<file path="config.mk">
export PLATFORM = sky130hd
export DESIGN_NAME = dse_regs
export DESIGN_NICKNAME = d
export VERILOG_FILES = /design/src/rtl/core/dse_pkg.sv /design/src/rtl/core/dse_regs.sv
export SDC_FILE = /design/constraint.sdc
export NUM_CORES = 1
export LEC_CHECK = 0
export BUFFER_PORTS_ARGS = -buffer_cell sky130_fd_sc_hd__buf_2
export CORE_ASPECT_RATIO = 1.2
export CORE_UTILIZATION = 49
export DETAILED_ROUTE_END_ITERATION = 10
export GPL_ROUTABILITY_DRIVEN = 0
export GPL_TIMING_DRIVEN = 0
export MAX_ROUTING_LAYER = met4
export PLACE_DENSITY = 0.8
export SYNTH_ARGS = -nofsm -noshare
export SYNTH_HDL_FRONTEND = slang
export SYNTH_SLANG_ARGS = --single-unit
</file>
<file path="constraint.sdc">
create_clock -name clk -period 2.87 [get_ports clk]
set_clock_uncertainty 0.2 [all_clocks]
set_input_delay 0.861 -clock clk [delete_from_list [all_inputs] [get_ports clk]]
set_output_delay 0.861 -clock clk [all_outputs]
set_load 0.02 [all_outputs]
</file>
<file path="src/rtl/core/dse_pkg.sv">
// shared types, codes and saturating arithmetic for the decision split evaluator
`timescale 1ns / 1ps

package dse_pkg;

    // item commands
    localparam logic [1:0] CMD_FEATURE = 2'd0;
    localparam logic [1:0] CMD_WEIGHT  = 2'd1;
    localparam logic [1:0] CMD_PART    = 2'd2;

    // split modes (the unused code behaves as oblique)
    localparam logic [1:0] MODE_OBLIQUE = 2'd0;
    localparam logic [1:0] MODE_CROSS   = 2'd1;
    localparam logic [1:0] MODE_NOMINAL = 2'd2;

    // register indexes, byte address is 4 * index
    localparam int unsigned ADDR_W = 5;
    localparam logic [2:0] REG_SPLIT_MODE  = 3'd0;
    localparam logic [2:0] REG_STRICT      = 3'd1;
    localparam logic [2:0] REG_BIAS        = 3'd2;
    localparam logic [2:0] REG_FIRST_FEAT  = 3'd3;
    localparam logic [2:0] REG_SECOND_FEAT = 3'd4;
    localparam logic [2:0] REG_FIRST_THR   = 3'd5;
    localparam logic [2:0] REG_SECOND_THR  = 3'd6;

    localparam logic signed [63:0] SUM_MAX = {1'b0, {63{1'b1}}};
    localparam logic signed [63:0] SUM_MIN = {1'b1, {63{1'b0}}};

    typedef struct packed {
        logic [1:0]         split_mode;
        logic               strict_greater;
        logic signed [31:0] bias;
        logic [5:0]         first_feature;
        logic [5:0]         second_feature;
        logic signed [31:0] first_threshold;
        logic signed [31:0] second_threshold;
    } cfg_t;

    // what the front end hands to the accumulator stage
    typedef struct packed {
        logic               valid;
        logic               result;
        logic signed [63:0] prod;
        logic               first_above;
        logic               second_above;
        logic               bad;
        logic [5:0]         part_child;
    } front_t;

    function automatic logic signed [63:0] sat_add64(
        input logic signed [63:0] a,
        input logic signed [63:0] b
    );
        logic signed [64:0] s;
        begin
            s = 65'(a) + 65'(b);
            if (s[64] != s[63])
            begin
                return s[64] ? SUM_MIN : SUM_MAX;
            end
            return s[63:0];
        end
    endfunction

endpackage

</file>
<file path="src/rtl/core/dse_regs.sv">
// configuration register file behind the apb port
`timescale 1ns / 1ps

module dse_regs
    import dse_pkg::*;
(
    input  logic                clk,
    input  logic                rst_n,
    input  logic                psel,
    input  logic                penable,
    input  logic                pwrite,
    input  logic [ADDR_W-1:0]   paddr,
    input  logic [31:0]         pwdata,
    output logic [31:0]         prdata,
    output logic                pready,
    output cfg_t                cfg
);

    // everything zero except second_feature, which starts at 1
    localparam cfg_t CFG_RESET = cfg_t'({2'd0, 1'b0, 32'd0, 6'd0, 6'd1, 32'd0, 32'd0});

    cfg_t       cfg_reg;
    cfg_t       cfg_next;
    logic [2:0] reg_index;
    logic       wr_en;

    assign pready    = 1'b1;
    assign reg_index = paddr[ADDR_W-1:2];
    assign wr_en     = psel && penable && pwrite;
    assign cfg       = cfg_reg;

    always_comb
    begin
        cfg_next = cfg_reg;
        if (wr_en)
        begin
            unique case (reg_index)
                REG_SPLIT_MODE:  cfg_next.split_mode       = pwdata[1:0];
                REG_STRICT:      cfg_next.strict_greater   = pwdata[0];
                REG_BIAS:        cfg_next.bias             = $signed(pwdata);
                REG_FIRST_FEAT:  cfg_next.first_feature    = pwdata[5:0];
                REG_SECOND_FEAT: cfg_next.second_feature   = pwdata[5:0];
                REG_FIRST_THR:   cfg_next.first_threshold  = $signed(pwdata);
                REG_SECOND_THR:  cfg_next.second_threshold = $signed(pwdata);
                default:         cfg_next = cfg_reg;
            endcase
        end
    end

    always_ff @(posedge clk or negedge rst_n)
    begin
        if (!rst_n)
        begin
            cfg_reg <= CFG_RESET;
        end
        else
        begin
            cfg_reg <= cfg_next;
        end
    end

    always_comb
    begin
        unique case (reg_index)
            REG_SPLIT_MODE:  prdata = {30'd0, cfg_reg.split_mode};
            REG_STRICT:      prdata = {31'd0, cfg_reg.strict_greater};
            REG_BIAS:        prdata = cfg_reg.bias;
            REG_FIRST_FEAT:  prdata = {26'd0, cfg_reg.first_feature};
            REG_SECOND_FEAT: prdata = {26'd0, cfg_reg.second_feature};
            REG_FIRST_THR:   prdata = cfg_reg.first_threshold;
            REG_SECOND_THR:  prdata = cfg_reg.second_threshold;
            default:         prdata = 32'd0;
        endcase
    end

endmodule

</file>
==> impl_results.md <==
* CTS Buf Count at 9
* Final slew viol count at 0
* Xor and xnor area share after synthesis at 0%
* Area delta synth->final at 40.41%
* Via count at 3905
* H-tree Lvls at 3
* DP Wirelength at 9517 µm
* Starting density of the core at 51.09%
* Io pins at 186
* Crit-path max FO at 7
* Origin of the critical flop-to-flop path: cfg[110]
* Area of the core at 0.009662 mm²
* Initial DRC Count at 125
* Clock root buffer: clkbuf_16
* Dpl ws at -0.5712 ns
* Vias per Instance at 5.701
* Max Used Layer: met4
* Largest net degree at the start of global routing at 69
* Placed instance count at 652
* Clock Sink Count at 111
* Hold Crit Class: input port to async pin
* Detail Route Antenna Nets at 0
* Violations in the final reports: setup timing
* Initial antenna violation count at 0
* Vias in the first global route at 4143
* Mean Syn Cell Area at 14.27 µm²
* Met3 routed WL at 782 µm
* Final Non-Filler Cells at 685
* Nets at 600
* CP Launch Point: paddr[3]
* Pwr/cell area at 732.7 mW/mm²
* Gr ovfl total at 0
* Met2 routed WL at 7350 µm
* DIE AREA at 0.01048 mm²
* Critical Path Start Type: input port
* Post-synthesis compound-gate area fraction at 11.63%
* CTS clk-pin slew, worst paths at 0.07 ns
* DRC viols at 0
* Netlist cell types at 28
* Final Hold Vio Count at 0
* Buffers added on ports at 182
* Max cap viols at 0
* Period utilization at 104.1%
* CTS tree: built
* Antenna cells at 0
* Hold_buf cts at 0
* M1 wire length at 5486 µm
* DIE WIDTH at 93.62 µm
* Max VDD drop at 457.0 µV
* Max FFs per register at 111
* Final wirelength at 14020 µm
* Post-route setup slack at -0.1176 ns
* Flops & latches, synth at 111
* Static Leakage at 3.557 nW
* Total Neg Setup Slack at -2.329 ns
* Worst slew pin tran at 0.6834 ns
* Clk_lat worst skew at 0.34 ns
* RSZ-0062 raised after global routing: yes
* Status: finished with violations
* Post-Syn Nets at 388
* Min Tclk post-route at 2.988 ns
* Synth Instances at 346
* Sequential area share after synthesis at 56.30%
* Wire per inst at 20.46 µm
* Simple-Gate Fraction of Synth Area at 2.383%
* Post-synthesis mux area share at 27.17%
* Yosys warning count at 0
* Clk buf depth at 2
* Maximum clock rate at 334.7 MHz
* Detailed-router iteration count before antenna repair at 4
* Die Y at 111.9 µm
* Final Util at 71.73%
* Mapped cell area at 0.004936 mm²
* Critical path endpoint category: output pin
* Arr. time, crit path at 1.93 ns
* Share of cells above drive strength 1 at 64.23%
* First-pass GRT wire length at 21670 µm
* # rows at 39
* Worst reg2reg path depth at 1
* CP required at 1.81 ns
* Largest family of logic cells by synthesized area: multiplexers
* Finish-stage setup viols at 32
* Adder-Cell Fraction of Synth Area at 0%
* WS Path Type: input port to output pin
* Total track usage at 28.26%
* Rel. slew slack at 54.27%
==> where the power goes <==
| part | internal, mW | leakage [nW] | switching (mW) |
|---|---|---|---|
| Combinational | 0.672 | 1.97 | 0.852 |
| Sequential | 1.87 | 1.42 | 0.246 |
| Clock | 0.897 | 0.169 | 0.537 |
==> Yosys cell counts, drive strengths merged <==
| cell | count | area share, % |
|---|---|---|
| mux2 | 112 | 26 |
| dfrtp | 110 | 56 |
| a22o | 56 | 9.9 |
| buf | 16 | 1.7 |
| nor2 | 12 | 1.2 |
| clkbuf | 9 | 0.68 |
| mux2i | 8 | 1.6 |
| a221o | 4 | 0.81 |
| nand2b | 2 | 0.25 |
| nor2b | 2 | 0.25 |
| a21o | 1 | 0.15 |
| a21oi | 1 | 0.10 |
| a221oi | 1 | 0.18 |
| a2bb2oi | 1 | 0.18 |
| conb | 1 | 0.076 |
| dfstp | 1 | 0.53 |
| inv | 1 | 0.076 |
| nand2 | 1 | 0.076 |
| nand3 | 1 | 0.10 |
| nand4 | 1 | 0.13 |
| nand4b | 1 | 0.18 |
| nor3 | 1 | 0.10 |
| o21ai | 1 | 0.10 |
| o32ai | 1 | 0.18 |
| or3 | 1 | 0.13 |
==> worst paths after layout <==
kind / to / slack (ns)
worst max-delay path: prdata[4] / -0.12
worst min-delay path: cfg[13] / 0.31
worst max register to register: cfg[110] / 1.81
worst min register to register: cfg[38] / 0.32
max in group asynchronous: cfg[64] / 1.39
min in group clk: cfg[38] / 0.32
==> stage by stage <==
stage	power [mW]	instance area (µm²)	hold slack, ns
after floorplan	2.974	4946	0.3654
after global placement	3.486	6011	0.2913
after detailed placement	3.547	6041	0.3082
after CTS	5.075	6833	0.3231
after global routing	5.270	6930	0.3353
final	5.078	6930	0.3112
==> routing by layer <==
| layer | vias to the layer above | track usage, % |
|---|---|---|
| met2 | 155 | 46.76 |
| li1 | 1739 | - |
| met5 | - | - |
| met1 | 1978 | 33.36 |
| met4 | 0 | 12.92 |
| met3 | 33 | 4.986 |
==> critical path: stages <==
cell     delay [ns]
buf_8          0.11
nor2b_4        0.14
buf_8          0.14
a22o_1         0.20
a221o_1        0.33
buf_6          0.14
==> final cells by class <==
cell class | instances | area, µm²
inverters | 1 | 3.754
clock buffers | 12 | 256.5
plain buffers | 24 | 209.0
fillers | 698 | 2731
flip-flops and latches | 111 | 2779
repair buffers | 202 | 1351
well taps | 123 | 153.9
clock inverters | 3 | 90.09
multi-input cells | 209 | 2087
==> logic make-up after synthesis <==
family	after synthesis
compound gates	66
buf+inv	26
flops	111
mux	120
other cells	1
simple gates	22
==> cells in the final DEF, fill, tap and decap left out, types with 2 or more instances in the layout <==
cell       synthesis  layout
buf_2             15     161
dfrtp_1          110     110
mux2_2           107     107
a22o_1            56      56
buf_6              0      31
buf_4              1      16
clkbuf_16          0       9
mux2i_1            8       7
buf_12             0       6
nor2_1             7       6
buf_8              0       6
nor2_2             5       5
mux2_1             5       5
clkbuf_8           0       4
a221o_1            4       4
bufinv_16          0       3
nor2b_4            0       2
clkbuf_4           0       2
==> repair_timing <==
item                                    CTS  global route
endpoints found under the setup margin   32            32
setup buffers                            12             5
pin swaps                                21            19
gates cloned                              2             0
gates resized for setup                  94            22
No activity file was read; power rests on OpenSTA's default activity.
