===== src/rtl/core/dse_pkg.sv =====
// shared types, codes and saturating arithmetic for the decision split evaluator
`timescale 1ns / 1ps

package dse_pkg;

    // item commands
    localparam logic [1:0] CMD_FEATURE = 2'd0;
    localparam logic [1:0] CMD_WEIGHT  = 2'd1;
    localparam logic [1:0] CMD_PART    = 2'd2;

    // split modes (the unused code behaves as oblique)
    localparam logic [1:0] MODE_OBLIQUE = 2'd0;
    localparam logic [1:0] MODE_CROSS   = 2'd1;
    localparam logic [1:0] MODE_NOMINAL = 2'd2;

    // register indexes, byte address is 4 * index
    localparam int unsigned ADDR_W = 5;
    localparam logic [2:0] REG_SPLIT_MODE  = 3'd0;
    localparam logic [2:0] REG_STRICT      = 3'd1;
    localparam logic [2:0] REG_BIAS        = 3'd2;
    localparam logic [2:0] REG_FIRST_FEAT  = 3'd3;
    localparam logic [2:0] REG_SECOND_FEAT = 3'd4;
    localparam logic [2:0] REG_FIRST_THR   = 3'd5;
    localparam logic [2:0] REG_SECOND_THR  = 3'd6;

    localparam logic signed [63:0] SUM_MAX = {1'b0, {63{1'b1}}};
    localparam logic signed [63:0] SUM_MIN = {1'b1, {63{1'b0}}};

    typedef struct packed {
        logic [1:0]         split_mode;
        logic               strict_greater;
        logic signed [31:0] bias;
        logic [5:0]         first_feature;
        logic [5:0]         second_feature;
        logic signed [31:0] first_threshold;
        logic signed [31:0] second_threshold;
    } cfg_t;

    // what the front end hands to the accumulator stage
    typedef struct packed {
        logic               valid;
        logic               result;
        logic signed [63:0] prod;
        logic               first_above;
        logic               second_above;
        logic               bad;
        logic [5:0]         part_child;
    } front_t;

    function automatic logic signed [63:0] sat_add64(
        input logic signed [63:0] a,
        input logic signed [63:0] b
    );
        logic signed [64:0] s;
        begin
            s = 65'(a) + 65'(b);
            if (s[64] != s[63])
            begin
                return s[64] ? SUM_MIN : SUM_MAX;
            end
            return s[63:0];
        end
    endfunction

endpackage


===== src/rtl/core/dse_back.sv =====
// saturating accumulator, split decision and output register
`timescale 1ns / 1ps

module dse_back
    import dse_pkg::*;
#(
    parameter int FRAC_BITS = 16
)
(
    input  logic        clk,
    input  logic        rst_n,
    input  front_t      front,
    input  cfg_t        cfg,
    output logic        adv,
    output logic        out_valid,
    input  logic        out_stall,
    output logic [5:0]  child,
    output logic        bad_category
);

    logic signed [63:0] sum_reg;
    logic signed [63:0] sum_acc;

    logic               s3_result_reg;
    logic signed [63:0] s3_sum_reg;
    logic               s3_first_reg;
    logic               s3_second_reg;
    logic               s3_bad_reg;
    logic [5:0]         s3_part_reg;

    logic signed [63:0] bias_sh;
    logic signed [63:0] margin;
    logic               zero_side;
    logic [5:0]         child_now;
    logic               bad_now;

    logic               out_valid_reg;
    logic [5:0]         child_reg;
    logic               bad_reg;

    // only a result that has nowhere to go holds the pipeline
    assign adv = !(out_valid_reg && out_stall && s3_result_reg);

    assign sum_acc = sat_add64(sum_reg, front.prod);

    always_ff @(posedge clk or negedge rst_n)
    begin
        if (!rst_n)
        begin
            sum_reg       <= '0;
            s3_result_reg <= 1'b0;
        end
        else if (adv)
        begin
            s3_result_reg <= front.valid && front.result;
            if (front.valid)
            begin
                sum_reg <= front.result ? '0 : sum_acc;
            end
        end
    end

    always_ff @(posedge clk)
    begin
        if (adv && front.valid && front.result)
        begin
            s3_sum_reg    <= sum_acc;
            s3_first_reg  <= front.first_above;
            s3_second_reg <= front.second_above;
            s3_bad_reg    <= front.bad;
            s3_part_reg   <= front.part_child;
        end
    end

    // bias is far below the 64-bit limits, so negating it cannot overflow
    assign bias_sh   = 64'(cfg.bias) <<< FRAC_BITS;
    assign margin    = sat_add64(s3_sum_reg, -bias_sh);
    assign zero_side = !margin[63] && (!cfg.strict_greater || margin != '0);

    always_comb
    begin
        bad_now = 1'b0;
        unique case (cfg.split_mode)
            MODE_CROSS:
            begin
                child_now = {4'd0, s3_second_reg, s3_first_reg};
            end
            MODE_NOMINAL:
            begin
                bad_now   = s3_bad_reg;
                child_now = s3_bad_reg ? 6'd0 : s3_part_reg;
            end
            default:
            begin
                child_now = zero_side ? 6'd0 : 6'd1;
            end
        endcase
    end

    always_ff @(posedge clk or negedge rst_n)
    begin
        if (!rst_n)
        begin
            out_valid_reg <= 1'b0;
        end
        else if (adv && s3_result_reg)
        begin
            out_valid_reg <= 1'b1;
        end
        else if (!out_stall)
        begin
            out_valid_reg <= 1'b0;
        end
    end

    always_ff @(posedge clk)
    begin
        if (adv && s3_result_reg)
        begin
            child_reg <= child_now;
            bad_reg   <= bad_now;
        end
    end

    assign out_valid    = out_valid_reg;
    assign child        = child_reg;
    assign bad_category = bad_reg;

    a_bad_forces_zero: assert property (@(posedge clk) disable iff (!rst_n)
        out_valid_reg && bad_reg |-> child_reg == 6'd0)
        else $error("bad category with nonzero child");

    a_sum_cleared: assert property (@(posedge clk) disable iff (!rst_n)
        adv && front.valid && front.result |=> sum_reg == '0)
        else $error("accumulator not cleared after a sample");

    a_cross_range: assert property (@(posedge clk) disable iff (!rst_n)
        out_valid_reg && cfg.split_mode == MODE_CROSS |-> child_reg[5:2] == 4'd0)
        else $error("cross child out of range");

    a_result_held: assert property (@(posedge clk) disable iff (!rst_n)
        out_valid_reg && out_stall && s3_result_reg |=> out_valid_reg && s3_result_reg)
        else $error("pending result dropped under stall");

endmodule


===== config.mk =====
export PLATFORM = sky130hd
export DESIGN_NAME = dse_back
export DESIGN_NICKNAME = d
export VERILOG_FILES = /design/src/rtl/core/dse_pkg.sv /design/src/rtl/core/dse_back.sv
export SDC_FILE = /design/constraint.sdc
export NUM_CORES = 1
export LEC_CHECK = 0
export BUFFER_PORTS_ARGS = -buffer_cell sky130_fd_sc_hd__buf_2
export CAP_MARGIN = 30
export CORE_ASPECT_RATIO = 1.2
export CORE_MARGIN = 4
export CORE_UTILIZATION = 45
export CTS_CLUSTER_DIAMETER = 30
export DETAILED_ROUTE_END_ITERATION = 10
export PLACE_DENSITY = 0.66
export SYNTH_ARGS = -nofsm -noshare
export SYNTH_HDL_FRONTEND = slang
export SYNTH_SLANG_ARGS = --single-unit

===== constraint.sdc =====
create_clock -name clk -period 6.32 [get_ports clk]
set_clock_uncertainty 0.1 [all_clocks]
set_input_delay 0.316 -clock clk [delete_from_list [all_inputs] [get_ports clk]]
set_output_delay 0.316 -clock clk [all_outputs]
set_load 0.01 [all_outputs]

==> results of run 1 <==
[area by class of cell]
type                       count  share of cell area [%]
multi-input combinational   1273                    56.6
sequential                   146                    27.9
timing repair buffer         154                    6.22
tap                          379                    3.26
clock buffer                  17                    2.93
inverter                      70                    1.81
clock inverter                15                    1.28
[layout by cell type, fill, tap and decap left out, types with 20 or more instances in the layout]
cell type  Yosys  routed
buf_4          0      22
buf_2         10     120
o21ai_0      136     135
xnor2_1       56      56
a21o_1        49      49
nor2_1       167     167
xor2_1        24      24
nor3_1        26      26
o21a_1        21      21
and2_1        20      20
ha_1         116     116
edfxtp_1      80      80
nand3_1       24      23
inv_1         70      69
nand2_1      169     168
nand4_1       35      35
dfrtp_1       66      66
a21oi_1      144     144
[metal layers]
layer  routed length (um)  vias to the layer above  track usage [%]
li1                     -                     5909                -
met1                16700                     5617             31.6
met2                18400                      354             41.7
met3                 1850                       69             2.76
met4                 1100                        0             8.56
met5                    0                        -                0
[final timing paths]
check	startpoint	end	slack (ps)	cells after the start
worst min register to register	s3_result_reg	out_valid	370	1
min in group asynchronous	rst_n	sum_reg[50]	310	3
worst max register to register	s3_sum_reg[40]	child[0]	600	22
max in group asynchronous	rst_n	sum_reg[43]	5480	3
worst min-delay path	front[73]	sum_reg[63]	120	3
worst max-delay path	s3_sum_reg[40]	child[0]	600	22
[what timing repair did]
item	in CTS	in global routing
hold buffers	11	0
endpoints found under the setup margin	0	1
resized for setup	0	3
endpoints found under the hold margin	76	0
[cell families (layout without fill, tap and decap cells)]
family | count (synthesis) | in the layout | share of synthesized area [%]
AND/OR/NAND/NOR | 536 | 536 | 19.5
AO/OA/AOI/OAI | 515 | 515 | 25.5
flip-flops | 146 | 146 | 31.6
buffers and inverters | 137 | 256 | 4.34
adder cells (fa/ha/maj) | 136 | 136 | 13.1
XOR/XNOR | 80 | 80 | 5.47
multiplexers | 6 | 6 | 0.498
[cell usage after synthesis, types with 6 or more instances]
library cell | n | area [sq um]
nor3_1 | 26 | 130
inv_1 | 70 | 263
clkbuf_1 | 51 | 191
nand2_1 | 169 | 634
o21bai_1 | 17 | 128
a211oi_1 | 17 | 128
nand4_1 | 35 | 219
xor2_1 | 24 | 210
nor4_1 | 10 | 62.6
nand3_1 | 24 | 120
nand2b_1 | 13 | 81.3
maj3_1 | 17 | 170
o31ai_1 | 8 | 60.1
o21ai_0 | 136 | 681
xnor2_1 | 56 | 490
a21boi_0 | 7 | 52.6
edfxtp_1 | 80 | 2400
nor2b_1 | 17 | 106
o21a_1 | 21 | 158
and2_1 | 20 | 125
a22oi_1 | 6 | 45.0
o211ai_1 | 12 | 90.1
or2_2 | 12 | 75.1
nor2_1 | 167 | 627
and3_1 | 11 | 68.8
dfrtp_1 | 66 | 1650
a21o_1 | 49 | 368
a31oi_1 | 16 | 100
buf_2 | 10 | 50.1
or3_1 | 8 | 50.1
ha_1 | 116 | 1450
a21oi_1 | 144 | 721
[power breakdown]
part | internal, mW | total [mW] | switching [mW]
Clock | 0.602 | 1.08 | 0.476
Combinational | 1.71 | 4.54 | 2.83
Sequential | 1.50 | 1.66 | 0.162
Total | 3.81 | 7.28 | 3.47
[critical path, delay by kind of cell (launching register included)]
kind	cells	cell delay [ps]
AND/OR/NAND/NOR	9	2230
AO/OA/AOI/OAI	9	1630
adder cells (fa/ha/maj)	2	720
flip-flops	1	420
XOR/XNOR	1	250
buffers and inverters	1	190
[through the flow]
stage / power (mW) / instances / cell area, sq um / utilization [%]
after global placement: 6.06 / 2010 / 13800 / 49.2
after detailed placement: 6.12 / 2010 / 13800 / 49.2
final: 7.28 / 2054 / 14500 / 51.9
after CTS: 7.23 / 2053 / 14500 / 51.8
after global routing: 7.86 / 2054 / 14500 / 51.9
after floorplan: 4.96 / 1556 / 12800 / -
==> flow_metrics.env, run 1 <==
export IMPL_outcome="finished clean"
export IMPL_die_area_sq_mm=0.0313
export IMPL_die_x_um=162
export IMPL_port_buffers=121
export IMPL_syn_nets=1863
export IMPL_cts_tree="built"
export IMPL_min_period_ps=5720
export IMPL_synth_cell_area_sq_mm=0.0128
export IMPL_cts_buffer_depth=2
export IMPL_vias=11900
export IMPL_grt_overflow=0
export IMPL_n_fill_cell=2752
export IMPL_clk_latency_ps=440
export IMPL_dp_hpwl_um=29600
export IMPL_fin_ws_ps=599
export IMPL_setup_viol=0
export IMPL_synthCells=1556
export IMPL_ant_nets=0
export IMPL_ff_latch_area_sq_mm=0.00405
export IMPL_yosysSeqAreaShare_pct=31.6
export IMPL_cts_setup_buffers=0
export IMPL_cap_violations=0
export IMPL_clock_fmax_mhz=175
export IMPL_hp_class="in -> reg"
export IMPL_relSlewSlack_pct=36.2
export IMPL_clock_sinks=146
export IMPL_rsz0062_at_grt="no"
export IMPL_htree_levels=4
export IMPL_period_share_pct=90.5
export IMPL_syn_to_final_growth_pct=13.4
export IMPL_power_per_cell_area_mw_per_mm2=501
export IMPL_rows=67
export IMPL_num_antenna_cells=0
export IMPL_avgSynthCellArea_sq_um=8.24
export IMPL_synth_enable_flop_cells=80
export IMPL_avgViaCountPerCell=5.82
export IMPL_hold_violations=0
export IMPL_setup_tns_ps=0
export IMPL_die_height_um=193
export IMPL_numCtsBuffers=17
export IMPL_grt_max_degree=74
export IMPL_p_leak_nw=6.35
export IMPL_yosys_warnings=0
export IMPL_peakVddDrop_v=0.000256
export IMPL_initial_core_util_pct=45.8
export IMPL_drc=0
export IMPL_slew_viol_final=0
export IMPL_grt_pass1_vias=11700
export IMPL_initialDrtViolationCount=827
export IMPL_slowest_delay_ps=460
export IMPL_start_kind="flip-flop"
export IMPL_fin_nets=1969
export IMPL_crit_path_frequent_cell="nand4_1"
export IMPL_path_cells="ha_1, nand4_1, or3_1, o2bb2ai_1, a31oi_1, a2111oi_0, buf_4, o41ai_2, o21ai_1, o21ai_0, a21oi_1, xor2_1, ha_1, nor4_1, o2111ai_1, nor4_1, nand4_1, nor3_1, nand4_1, nor4b_1, nand4_1, o21ai_0"
export IMPL_place_ws_ps=317
export IMPL_path_clk_slew_ps=70
export IMPL_drtPass1Iterations=7
export IMPL_cp_max_fo=7
export IMPL_critPathArrivalTime_ps=5890
export IMPL_finalHoldWorstSlack_ps=121
export IMPL_path_class="reg -> reg"
export IMPL_slowest_stage="a2111oi_0"
export IMPL_routed_wl_um=38100
export IMPL_wl_per_cell_um=18.6
export IMPL_async_flop_share_pct=45.2
export IMPL_drive_gt1_share_pct=12.6
export IMPL_required_ps=6490
export IMPL_synth_flop_cell="edfxtp_1"
export IMPL_boundaryPins=198
export IMPL_multi_input_area_sq_mm=0.00823
export IMPL_worstMarginPinSlew_ps=957
export IMPL_antenna_found_initial=0
export IMPL_core_sq_mm=0.0280
export IMPL_grt_pass1_wl_um=60600
export IMPL_worstSetupEndpointType="flip-flop"
export IMPL_grt_use_total_pct=24.2
export IMPL_root_buffer="clkbuf_16"
export IMPL_ys_types=79
export IMPL_routabilityCongestion=0.920
export IMPL_ys_seq_elements=146
Note: power is estimated with default switching activity, not from simulation.
==> run 2, diff against run 1 <==
--- a/config.mk
+++ b/config.mk
@@ -12,7 +12,7 @@
 export CORE_UTILIZATION = 45
 export CTS_CLUSTER_DIAMETER = 30
 export DETAILED_ROUTE_END_ITERATION = 10
-export PLACE_DENSITY = 0.66
+export PLACE_DENSITY_LB_ADDON = 0.3
 export SYNTH_ARGS = -nofsm -noshare
 export SYNTH_HDL_FRONTEND = slang
 export SYNTH_SLANG_ARGS = --single-unit
==> flow_metrics.env, run 2 (same netlist as run 1, synthesis figures left out) <==
export IMPL_grt_pass1_vias=11800
export IMPL_fin_ws_ps=489
export IMPL_die_area_sq_mm=0.0313
export IMPL_wl_per_cell_um=18.5
export IMPL_setup_tns_ps=0
export IMPL_met1Wirelength_um=16500
export IMPL_stdcell_area_sq_mm=0.0145
export IMPL_critPathArrivalTime_ps=5980
export IMPL_die_height_um=193
export IMPL_cts_buffer_depth=2
export IMPL_period_share_pct=92.3
export IMPL_slowest_delay_ps=450
export IMPL_peakVddDrop_v=0.000258
export IMPL_grt_pass1_wl_um=60600
export IMPL_path_class="reg -> reg"
export IMPL_cts_setup_buffers=0
export IMPL_slowest_stage="a2111oi_2"
export IMPL_routabilityCongestion=0.937
export IMPL_rows=67
export IMPL_start_kind="flip-flop"
export IMPL_relSlewSlack_pct=31.0
export IMPL_ant_nets=0
export IMPL_path_cells="ha_1, nand4_1, or3_1, o2bb2ai_1, a31oi_1, a2111oi_2, buf_4, o41ai_2, o21ai_0, o21ai_0, a21oi_1, xor2_1, ha_1, nor4_1, o2111ai_1, nor4_1, nand4_1, nor3_1, nand4_1, nor4b_1, nand4_1, o21ai_0"
export IMPL_drc=0
export IMPL_outcome="finished clean"
export IMPL_grt_max_degree=67
export IMPL_place_ws_ps=372
export IMPL_p_leak_nw=6.36
export IMPL_vias=12000
export IMPL_initialDrtViolationCount=758
export IMPL_root_buffer="clkbuf_16"
export IMPL_crit_path_frequent_cell="nand4_1"
export IMPL_routed_wl_um=38100
export IMPL_port_buffers=121
export IMPL_min_period_ps=5830
export IMPL_boundaryPins=198
export IMPL_dpl_cell_area_sq_mm=0.0138
export IMPL_slew_viol_final=0
export IMPL_num_antenna_cells=0
export IMPL_drive_gt1_share_pct=12.9
export IMPL_layout_common_cells="nand2_1, nor2_1, a21oi_1"
export IMPL_clk_latency_ps=450
export IMPL_avgViaCountPerCell=5.86
export IMPL_fin_nets=1971
export IMPL_setup_viol=0
export IMPL_path_clk_slew_ps=70
export IMPL_die_x_um=162
export IMPL_dp_hpwl_um=29800
export IMPL_path_delay_family="simple AND/OR/NAND/NOR gates"
export IMPL_final_common_cell="nand2_1"
export IMPL_hp_class="in -> reg"
export IMPL_rsz0062_at_grt="no"
export IMPL_grt_overflow=0
export IMPL_syn_to_final_growth_pct=13.5
export IMPL_ff_latch_area_sq_mm=0.00405
export IMPL_grt_use_total_pct=24.2
export IMPL_met2WireLength_um=18500
export IMPL_met3_length_um=1850
export IMPL_worstMarginPinSlew_ps=1020
export IMPL_cts_tree="built"
export IMPL_antenna_found_initial=0
export IMPL_initial_core_util_pct=45.8
export IMPL_maxUsedRoutingLayer="met4"
export IMPL_drtPass1Iterations=7
export IMPL_core_sq_mm=0.0280
export IMPL_cap_violations=0
export IMPL_hold_violations=0
export IMPL_worstSetupEndpointType="flip-flop"
export IMPL_clock_sinks=146
export IMPL_numCtsBuffers=17
export IMPL_critical_path_buf_inv_count=1
export IMPL_power_per_cell_area_mw_per_mm2=499
export IMPL_htree_levels=4
export IMPL_cp_max_fo=7
export IMPL_multi_input_area_sq_mm=0.00823
export IMPL_required_ps=6470
export IMPL_n_fill_cell=2698
export IMPL_clock_fmax_mhz=171
-- run 2: cell type report --
type	count	share of cell area, %
inverter	70	1.81
clock buffer	17	2.92
timing repair buffer	156	6.28
clock inverter	15	1.27
sequential	146	27.9
multi-input combinational	1273	56.6
tap	379	3.26
-- run 2: repair_timing --
item	CTS	global route
hold buffers	9	1
setup endpoints to repair	0	1
endpoints found under the hold margin	9	64
gates resized for setup	0	4
-- run 2: routing by layer --
layer | global-route usage [%] | vias to the layer above
met5 | 0 | -
met4 | 9.40 | 0
li1 | - | 5919
met1 | 31.0 | 5666
met3 | 3.10 | 87
met2 | 41.7 | 368
-- run 2: where the power goes --
part / internal, mW / switching, mW / leakage, nW / total [mW]
registers: 1.50 / 0.168 / 1.62 / 1.67
clock network: 0.569 / 0.486 / 0.293 / 1.06
logic: 1.71 / 2.82 / 4.45 / 4.54
total: 3.78 / 3.48 / 6.36 / 7.26
-- run 2: final timing paths --
kind	start	to	cells past startpoint	slack (ps)
worst max-delay path	s3_sum_reg[40]	child[0]	22	490
worst min-delay path	out_stall	out_valid	2	10
worst max register to register	s3_sum_reg[40]	child[0]	22	490
worst min register to register	s3_result_reg	out_valid	1	380
max in group asynchronous	rst_n	sum_reg[17]	4	5360
min in group asynchronous	rst_n	sum_reg[51]	3	200
-- run 2: stage by stage --
step | instances | power (mW) | utilization (%) | hold slack (ps)
after floorplan | 1556 | 4.96 | - | -79.6
after global placement | 2013 | 6.05 | 49.2 | 352
after detailed placement | 2013 | 6.13 | 49.2 | 369
after CTS | 2054 | 7.21 | 51.8 | 2.72
after global routing | 2056 | 7.85 | 52.0 | 11.5
final | 2056 | 7.26 | 52.0 | 10.7
==> run 3, diff against run 2 <==
--- a/config.mk
+++ b/config.mk
@@ -5,6 +5,7 @@
 export SDC_FILE = /design/constraint.sdc
 export NUM_CORES = 1
 export LEC_CHECK = 0
+export ABC_AREA = 1
 export BUFFER_PORTS_ARGS = -buffer_cell sky130_fd_sc_hd__buf_2
 export CAP_MARGIN = 30
 export CORE_ASPECT_RATIO = 1.2
==> flow_metrics.env, run 3 <==
export IMPL_outcome="complete, but fails checks"
export IMPL_violations="negative hold slack"
export IMPL_synth_enable_flop_cells=80
export IMPL_period_share_pct=75.9
export IMPL_worstSetupStartpoint="s3_sum_reg[42]"
export IMPL_grt_pass1_wl_um=66200
export IMPL_start_kind="flip-flop"
export IMPL_drc=0
export IMPL_die_x_um=169
export IMPL_worstSetupEndpointType="flip-flop"
export IMPL_htree_levels=4
export IMPL_synth_most_common_cell="nand2_1"
export IMPL_slowest_delay_ps=420
export IMPL_path_class="reg -> reg"
export IMPL_peakVddDrop_v=0.000413
export IMPL_ys_seq_elements=146
export IMPL_yosysSeqAreaShare_pct=29.1
export IMPL_avgSynthCellArea_sq_um=6.47
export IMPL_power_per_cell_area_mw_per_mm2=484
export IMPL_initial_core_util_pct=45.7
export IMPL_port_buffers=121
export IMPL_ant_nets=0
export IMPL_routabilityCongestion=0.929
export IMPL_worstMarginPinSlew_ps=902
export IMPL_cts_setup_buffers=0
export IMPL_synth_compound_area_share_pct=12.6
export IMPL_setup_tns_ps=0
export IMPL_fin_nets=2589
export IMPL_slowest_stage="edfxtp_1"
export IMPL_slew_viol_final=0
export IMPL_yosys_top_cells_count="nand2_1, inv_1, nor2_1, a21oi_1, ha_1"
export IMPL_stdcell_count=2691
export IMPL_layout_common_cells="nand2_1, inv_1, nor2_1"
export IMPL_critPathArrivalTime_ps=5000
export IMPL_hp_class="in -> async"
export IMPL_wl_per_cell_um=15.5
export IMPL_numCtsBuffers=17
export IMPL_hold_violations=23
export IMPL_worstReg2RegEnd="child[0]"
export IMPL_yosys_warnings=0
export IMPL_avgViaCountPerCell=5.12
export IMPL_num_antenna_cells=0
export IMPL_clk_latency_ps=440
export IMPL_setup_viol=0
export IMPL_synthCells=2150
export IMPL_path_clk_slew_ps=70
export IMPL_dpl_cell_area_sq_mm=0.0149
export IMPL_cap_violations=0
export IMPL_routed_wl_um=41700
export IMPL_clock_sinks=146
export IMPL_fin_util_pct=51.2
export IMPL_synthAdderAreaFrac_pct=10.7
export IMPL_cts_buffer_depth=2
export IMPL_rr_worst_depth=33
export IMPL_rows=70
export IMPL_syn_nets=2457
export IMPL_finalHoldWorstSlack_ps=-14.1
export IMPL_required_ps=6520
export IMPL_crit_path_frequent_cell="nand2_1"
export IMPL_dp_hpwl_um=34200
export IMPL_r2r_slack_ps=1520
export IMPL_synth_xor_area_share_pct=4.40
export IMPL_cts_tree="built"
export IMPL_synthMuxAreaShare_pct=0
export IMPL_synth_area_leaders="nand2_1, edfxtp_1, dfrtp_1"
export IMPL_r2r_start="s3_sum_reg[42]"
export IMPL_vias=13800
export IMPL_min_period_ps=4800
export IMPL_async_flop_share_pct=45.2
export IMPL_core_sq_mm=0.0305
export IMPL_grt_max_degree=67
export IMPL_grt_pass1_vias=13300
export IMPL_drtPass1Iterations=5
export IMPL_grt_overflow=0
export IMPL_antenna_found_initial=0
export IMPL_cp_max_fo=5
export IMPL_synth_simple_area_share_pct=33.0
export IMPL_root_buffer="clkbuf_16"
export IMPL_ys_types=40
export IMPL_initialDrtViolationCount=830
export IMPL_final_common_cell="nand2_1"
export IMPL_grt_use_total_pct=24.3
export IMPL_synth_top_family_by_area="simple AND/OR/NAND/NOR gates"
export IMPL_clock_fmax_mhz=208
export IMPL_yosys_area_top_type="nand2_1"
export IMPL_synth_cell_area_sq_mm=0.0139
export IMPL_n_fill_cell=3139
export IMPL_die_height_um=201
export IMPL_relSlewSlack_pct=39.7
export IMPL_synth_flop_cell="edfxtp_1"
export IMPL_boundaryPins=198
export IMPL_drive_gt1_share_pct=8.50
export IMPL_rsz0062_at_grt="no"
export IMPL_dp_cells=2648
export IMPL_p_leak_nw=8.33
export IMPL_die_area_sq_mm=0.0338
export IMPL_yosys_area_top_type_share_pct=21.4
export IMPL_syn_to_final_growth_pct=12.1
export IMPL_stdcell_area_sq_mm=0.0156
-- run 3: stage by stage --
step                      power (mW)  setup slack, ps
after floorplan                 5.31             2640
after global placement          6.42             1430
after detailed placement        6.49             1400
after CTS                       7.50             1440
after global routing            8.25             1110
final                           7.54             1520
-- run 3: worst max path at each step --
stage / end / slack [ps] / cells after the start
floorplan: child[0] / 2640 / 28
global placement: child[0] / 1430 / 29
detailed placement: child[0] / 1400 / 31
CTS: child[0] / 1440 / 30
global route: child[0] / 1110 / 33
finish: child[0] / 1520 / 33
-- run 3: cell type report --
| class | instances | area (sq um) | area share [%] |
|---|---|---|---|
| multi-input cells | 1646 | 8470 | 54.3 |
| flip-flops and latches | 146 | 4050 | 26.0 |
| inverters | 333 | 1250 | 8.02 |
| repair buffers | 138 | 771 | 4.94 |
| well taps | 396 | 495 | 3.18 |
| clock buffers | 18 | 429 | 2.75 |
| clock inverters | 14 | 128 | 0.818 |
-- run 3: repair_timing --
| action | 4_1_cts | 5_1_grt |
|---|---|---|
| endpoints found under the hold margin | 10 | 0 |
| hold buffers | 10 | 0 |
| resized for setup | 0 | 0 |
-- run 3: critical path: cells and delay by family (launching register included) --
| kind | cells | cell delay, ps |
|---|---|---|
| AND/OR/NAND/NOR | 26 | 2810 |
| adder cells (fa/ha/maj) | 2 | 760 |
| flip-flops | 1 | 420 |
| AO/OA/AOI/OAI | 1 | 110 |
| buffers and inverters | 3 | 260 |
| XOR/XNOR | 1 | 210 |
-- run 3: where the power goes --
group	switching, mW	internal, mW	leakage (nW)
logic	3.26	1.57	6.47
registers	0.175	1.55	1.60
clock network	0.437	0.546	0.269
-- run 3: kinds of logic (layout without fill, tap and decap cells) --
family | after synthesis | after routing
xor gates and xnor gates | 69 | 69
and+or+nand+nor | 1159 | 1159
DFF | 146 | 146
adders and majority gates | 118 | 118
buffers and inverters | 358 | 503
AOI/OAI and AO/OA | 300 | 300
-- run 3: routing by layer --
layer  global-route usage (%)  share of wire (%)  vias up
met1                     30.6                 43     6190
met5                        0                  0        -
met2                     43.3                 49      378
met4                     7.71                3.0        0
li1                         -                  -     7130
met3                     2.90                4.9       73
